File: config.mk
export PLATFORM = sky130hd
export DESIGN_NAME = prmb_mac
export DESIGN_NICKNAME = d
export VERILOG_FILES = /design/src/prmb_pkg.sv /design/src/prmb_mac.sv
export SDC_FILE = /design/constraint.sdc
export NUM_CORES = 2
export LEC_CHECK = 0
export BUFFER_PORTS_ARGS = -buffer_cell sky130_fd_sc_hd__clkbuf_2
export CAP_MARGIN = 20
export CELL_PAD_IN_SITES_DETAIL_PLACEMENT = 1
export CELL_PAD_IN_SITES_GLOBAL_PLACEMENT = 1
export CORE_AREA = 2 2 310 312
export DETAILED_ROUTE_END_ITERATION = 10
export DIE_AREA = 0 0 312 314
export GPL_TIMING_DRIVEN = 1
export PLACE_DENSITY = 0.9
export SYNTH_ARGS = -nofsm -noshare
export SYNTH_HDL_FRONTEND = slang
export SYNTH_SLANG_ARGS = --single-unit
File: constraint.sdc
create_clock -name clk -period 47.2 [get_ports clk]
set_input_delay 7.08 -clock clk [delete_from_list [all_inputs] [get_ports clk]]
set_output_delay 7.08 -clock clk [all_outputs]
set_load 0.01 [all_outputs]
File: src/prmb_pkg.sv
package prmb_pkg;

  // default feature list depth
  localparam int MAX_FEATURES_DEF = 1024;

  // field widths
  localparam int CMD_W   = 2;
  localparam int POS_W   = 32;
  localparam int STAT_W  = 3;
  localparam int MAP_W   = 56;
  localparam int RATE_W  = 48;
  localparam int IN_W    = 4 * POS_W;
  localparam int OUT_W   = MAP_W + RATE_W;

  localparam logic [MAP_W-1:0] MAP_MAX = {MAP_W{1'b1}};

  // commands
  localparam logic [CMD_W-1:0] CMD_LOAD   = 2'd0;
  localparam logic [CMD_W-1:0] CMD_FINISH = 2'd1;
  localparam logic [CMD_W-1:0] CMD_QUERY  = 2'd2;

  // result status codes
  localparam logic [STAT_W-1:0] ST_OK       = 3'd0;
  localparam logic [STAT_W-1:0] ST_FULL     = 3'd1;
  localparam logic [STAT_W-1:0] ST_BAD      = 3'd2;
  localparam logic [STAT_W-1:0] ST_NO_TABLE = 3'd3;
  localparam logic [STAT_W-1:0] ST_NOT_FND  = 3'd4;

  // configuration register indexes
  localparam logic REG_CHR_LEN    = 1'b0;
  localparam logic REG_RATE_SCALE = 1'b1;

  // arithmetic unit operations
  localparam logic OP_SCALE = 1'b0;
  localparam logic OP_MADD  = 1'b1;

  typedef struct packed {
    logic start;
    logic op;
  } mac_req_t;

endpackage

File: src/prmb_mac.sv
// shared multiply unit: rate scaling, or saturating base + rate * distance
module prmb_mac (
  input  logic                           clk,
  input  logic                           rst,
  input  prmb_pkg::mac_req_t             req,
  input  logic [prmb_pkg::MAP_W-1:0]     base,
  input  logic [prmb_pkg::RATE_W-1:0]    rate,
  input  logic [prmb_pkg::POS_W-1:0]     factor,
  output logic                           done,
  output logic [prmb_pkg::MAP_W-1:0]     result
);

  logic [2:0]                        cnt;
  logic                              op_q;
  logic [prmb_pkg::MAP_W-1:0]        base_q;
  logic [prmb_pkg::RATE_W-1:0]       rate_q;
  logic [prmb_pkg::POS_W-1:0]        factor_q;
  logic [63:0]                       p_lo;
  logic [47:0]                       p_hi;
  logic [prmb_pkg::MAP_W-1:0]        prod_sat;
  logic [31:0]                       mul_a;
  logic [63:0]                       prod;
  logic [80:0]                       prod_full;
  logic [prmb_pkg::MAP_W:0]          sum;

  // one 32x32 multiplier, low then high half of the rate
  assign mul_a = (cnt == 3'd1) ? rate_q[31:0] : {16'b0, rate_q[47:32]};
  assign prod  = {32'b0, mul_a} * {32'b0, factor_q};
  assign prod_full = {17'b0, p_lo} + {1'b0, p_hi, 32'b0};
  assign sum = {1'b0, base_q} + {1'b0, prod_sat};

  always_ff @(posedge clk) begin
    if (rst) begin
      cnt  <= 3'd0;
      done <= 1'b0;
    end else begin
      done <= 1'b0;
      case (cnt)
        3'd0: begin
          if (req.start) begin
            op_q     <= req.op;
            base_q   <= base;
            rate_q   <= rate;
            factor_q <= factor;
            cnt      <= 3'd1;
          end
        end
        3'd1: begin
          p_lo <= prod;
          if (op_q == prmb_pkg::OP_SCALE) begin
            result <= {8'b0, prod[63:16]};
            done   <= 1'b1;
            cnt    <= 3'd0;
          end else begin
            cnt <= 3'd2;
          end
        end
        3'd2: begin
          p_hi <= prod[47:0];
          cnt  <= 3'd3;
        end
        3'd3: begin
          // saturate the full product
          prod_sat <= (prod_full > {25'b0, prmb_pkg::MAP_MAX}) ? prmb_pkg::MAP_MAX
                                                               : prod_full[55:0];
          cnt <= 3'd4;
        end
        3'd4: begin
          result <= sum[prmb_pkg::MAP_W] ? prmb_pkg::MAP_MAX : sum[prmb_pkg::MAP_W-1:0];
          done   <= 1'b1;
          cnt    <= 3'd0;
        end
        default: cnt <= 3'd0;
      endcase
    end
  end

endmodule

=== Word-level counts from Yosys, hierarchy flattened ===
Index checks and enable logic that the tools add are counted.

* Register bits after elaboration: 365
* Bits in latches: 0
* Memory bits (writable): 0
* Memory bits (read-only): 0
* Input bits: 140
* Output and inout port bits: 57
* Word-level logic and storage cells: 37
* Memories kept: 0

* $add $sub $neg: 2
* $mul: 1
* Div/mod/pow operators: 0
* Magnitude comparators: 1
* Eq/ne operators: 6
* Shifts and indexed selects: 0
* Mux-type cells: 9
* Bitwise gates (word level): 1
* Reductions and logical operators: 7

{| class="wikitable"
|+ Operators by type and width
! operator !! number
|-
| $mux 56 || 2
|-
| $pmux 56 s2 || 1
|-
| $add 64x80->81 || 1
|-
| $gt 81x56->1 const B || 1
|-
| $mul 32x32->64 || 1
|-
| $add 56x56->57 || 1
|-
| $mux 32 || 1
|-
| $pmux 3 s4 || 1
|-
| $eq 3x2->1 const B || 2
|-
| $reduce_and 2->1 || 3
|-
| $reduce_and 3->1 || 2
|-
| $ne 2x2->1 const B || 2
|-
| $eq 3x1->1 const B || 1
|-
| $eq 3x3->1 const B || 1
|-
| $logic_not 3->1 || 1
|-
| $mux 3 || 1
|-
| $mux 2 || 1
|-
| $pmux 1 s2 || 1
|-
| $reduce_bool 2->1 || 1
|-
| $mux 1 || 1
|-
| $not 1->1 || 1
|}

=== Depth between registers and ports, before layout ===
* Word-level depth: 5
* Gate-level depth with buffers: 35

=== Worst setup path before layout ===
Ideal clock, no wire load.

* Path kind: input -> register
* Start: in rst
* End: reg base_q[0] in the netlist's numbering, enable pin
* Arrival time: 20.205 ns
* Data required time: 46.232 ns
* Path slack: 26.028 ns
* Stages: 2
* Path through: clkbuf_1 > nor4_1

* Cells in the longest elaborated chain, start to end: 2

{| class="wikitable"
|+ Ends and longest elaborated chain
! element !! line !! source
|-
| from (decl) || prmb_mac.sv:4 || <nowiki>input logic rst,</nowiki>
|-
| $not 1->1 (no line) || - ||
|-
| $reduce_and 3->1 (no line) || - ||
|-
| to (signal assigned) || prmb_mac.sv:42 || <nowiki>base_q <= base;</nowiki>
|-
| to (decl) || prmb_mac.sv:15 || <nowiki>logic [prmb_pkg::MAP_W-1:0] base_q;</nowiki>
|}

No other way between the ends.
A chain may end at the register's enable or synchronous reset.

=== Final worst setup path ===
* Start: reg cnt[1]
* End: reg result[47] in the netlist's numbering (data pin)

* Cells in the longest elaborated chain, start to end: 5

{| class="wikitable"
|+ Ends and longest elaborated chain
! element !! line !! source
|-
| from (decl) || prmb_mac.sv:13 || <nowiki>logic [2:0] cnt;</nowiki>
|-
| from (signal assigned) || prmb_mac.sv:34 || <nowiki>cnt <= 3'd0;</nowiki>
|-
| from (signal assigned) || prmb_mac.sv:45 || <nowiki>cnt <= 3'd1;</nowiki>
|-
| from (signal assigned) || prmb_mac.sv:53 || <nowiki>cnt <= 3'd0;</nowiki>
|-
| $eq 3x1->1 || prmb_mac.sv:27 || <nowiki>assign mul_a = (cnt == 3'd1) ? rate_q[31:0] : {16'b0, rate_q[47:32]};</nowiki>
|-
| $mux 32 || prmb_mac.sv:27 ||
|-
| $mul 32x32->64 || prmb_mac.sv:28 || <nowiki>assign prod = {32'b0, mul_a} * {32'b0, factor_q};</nowiki>
|-
| named net prod[63] || prmb_mac.sv:22 || <nowiki>logic [63:0] prod;</nowiki>
|-
| $mux 56 || prmb_mac.sv:50 || <nowiki>if (op_q == prmb_pkg::OP_SCALE) begin</nowiki>
|-
| $pmux 56 s2 || prmb_mac.sv:38 || <nowiki>case (cnt)</nowiki>
|-
| to (signal assigned) || prmb_mac.sv:51 || <nowiki>result <= {8'b0, prod[63:16]};</nowiki>
|-
| to (signal assigned) || prmb_mac.sv:69 || <nowiki>result <= sum[prmb_pkg::MAP_W] ? prmb_pkg::MAP_MAX : sum[prmb_pkg::MAP_W-1:0];</nowiki>
|-
| to (decl) || prmb_mac.sv:10 || <nowiki>output logic [prmb_pkg::MAP_W-1:0] result</nowiki>
|}

The timed path passes the listed nets, and every way through them passes these cells. The select of a mux whose other input is x is not followed.

==> results.txt <==
CTS Buf Count: 45
Root Driver: clkbuf_16
CTS max path bufs: 3
I/O Buffers: 196
Most common cell after layout, fill and taps aside: inv_1
Initial antenna violation count: 3
Count of cell types in the netlist: 87
Worst clock skew: 63.9 ps
Worst-Skew Late Latency: 690 ps
Core box area: 94400 um^2
Clock slew at reported path FFs: 60 ps
DR vias: 41803
Remaining Overflow, GRT: 0
Critical-path top delay cell: a2111oi_0
GRT Util Overall: 0.405
Final #Nets: 6660
Nature of the critical path startpoint: flip-flop
Post_cts resized: 0
Hold-fix buffers at CTS: 0
Area delta synth->final: 6.79%
Syn Inst Count: 5271
Post-synthesis cell area: 51800 um^2
Most frequent cells in the layout: inv_1, fa_1, nand2_1
Global-route wire length before repair: 295000 um
Max-slew headroom: 0.208
Avg Inst Size Synth: 9.83 um^2
Number of core rows: 113
Fmax: 84.8 MHz
Ports: 197
CTS sink cnt: 365
Yosys warns: 0
Seq/Total Area, Yosys: 0.211
DRT iter0 DRCs: 4387
CP arrival: 12220 ps
TritonCTS clock tree: done
Outcome: completed
Hold WC Path Type: reg -> reg
Hold slack: 498 ps
# DRC: 0
Ys flop type: edfxtp_1
Max incr delay on CP: 1100 ps
Measured slew at the worst slew-check pin: 1160 ps
Wire length per cell: 29.8 um
Die Wd: 312 um
CP Capture Type: flip-flop
RSZ-0062 raised after global routing: no
WL final: 196000 um
CP Class: reg -> reg
Die ar.: 98000 um^2
Synth async-reset ratio: 0
Die height: 314 um
Final Hold Fails: 0
Setup TNS: 0 ps
GPL Wtd Cong: 0.953
CP required: 47620 ps
Minimum clock period: 11800 ps
Number of synthesized flops with an enable pin: 361
Initial Util: 0.549
Final HPWL DP: 145000 um
CTS H-tree lvls: 2
Most used cell along the critical path: fa_1
Via/cell ratio: 6.36
Slew Viols, Final: 0
Vias in the first global route: 47920
CP max FO: 194
Syn_nets: 6660
Seq cells post-synth: 365
Pre-Repair DR Iteration Count: 6
Setup violators final: 0
Max Cap Viol: 0
Largest net degree at the start of global routing: 195
Layout cells sized above 1: 0.0739
Post-CTS setup buffers: 0
Fin crit share: 0.250
Number of routed nets with antenna violations: 0
-- synthesized netlist by cell type, types with 9 or more instances --
library cell,instances,area share
a31oi_1,62,0.0075
buf_2,16,0.0015
nand2b_1,22,0.0027
a211oi_1,14,0.0020
a21o_1,90,0.013
o21ai_1,10,0.00097
o211ai_1,9,0.0013
a21oi_1,188,0.018
and2_1,371,0.045
o21a_1,22,0.0032
nor2_1,184,0.013
and3_1,306,0.037
inv_1,931,0.067
fa_1,898,0.35
o2111ai_1,12,0.0020
nor2b_1,22,0.0027
nor4_1,11,0.0013
mux2_2,19,0.0041
xor2_1,65,0.011
ha_1,351,0.085
nand4_1,38,0.0046
clkbuf_1,288,0.021
nor3_1,37,0.0036
xnor2_1,71,0.012
o21bai_1,27,0.0039
nand2_1,576,0.042
nand3_1,39,0.0038
edfxtp_1,361,0.21
o21ai_0,93,0.0090
-- cell families (layout without fill, tap and decap cells) --
kind of cell | Yosys count | after routing | synth area share
AOI/OAI and AO/OA | 601 | 601 | 0.0756
buffers and inverters | 1242 | 1278 | 0.0911
muxes | 25 | 25 | 0.00531
adders and majority gates | 1249 | 1249 | 0.432
xor gates and xnor gates | 136 | 136 | 0.0230
other | 0 | 3 | 0
and+or+nand+nor | 1653 | 1653 | 0.163
DFF | 365 | 365 | 0.211
-- state kept, by name, summed over array words and instances (netlist names) --
| signal | count |
|---|---|
| p_lo | 64 |
| base_q | 56 |
| prod_sat | 56 |
| result | 56 |
| p_hi | 48 |
| rate_q | 48 |
| factor_q | 32 |
| cnt | 3 |
| done | 1 |
| op_q | 1 |
-- critical path: cells and delay by family (launching register included) --
kind	cells	cell delay [ps]
AOI/OAI and AO/OA	9	2770
and+or+nand+nor	4	700
DFF	1	360
adders and majority gates	9	4470
buffers and inverters	7	1900
xor gates and xnor gates	1	170
muxes	1	890
-- layout make-up --
type                       instances  area (um^2)
antenna                            3         7.51
clock buffer                      50         1170
clock inverter                    33          393
fill                           10516        39100
inverter                         932         3500
multi-input combinational       3664        36200
sequential                       365        10900
tap                             1265         1580
timing repair buffer             263         1520
-- per-stage QoR --
stage | area (um^2) | std cells | util | worst slack, ps
after floorplan | 51800 | 5271 | - | 26030
after global placement | 53700 | 6488 | 0.569 | 36430
after detailed placement | 53700 | 6488 | 0.569 | 35970
after CTS | 55300 | 6571 | 0.586 | 35860
after global routing | 55300 | 6572 | 0.586 | 35290
final | 55300 | 6575 | 0.586 | 35400
-- path summary, 6_finish.rpt --
path,end,depth (start not counted),start,slack (ps)
worst max-delay path,result[47],31,cnt[1],35400
worst min-delay path,prod_sat[2],2,p_lo[2],500
worst max register to register,result[47],31,cnt[1],35400
worst min register to register,prod_sat[2],2,p_lo[2],500
-- per-layer routing --
layer	wire [um]	track usage
met1	66900	0.467
met2	91900	0.661
met3	21000	0.110
met4	16300	0.281
met5	30	0
Power is not shown: default switching activity piles up to over one toggle a cycle in this logic, so the estimate is an artifact.
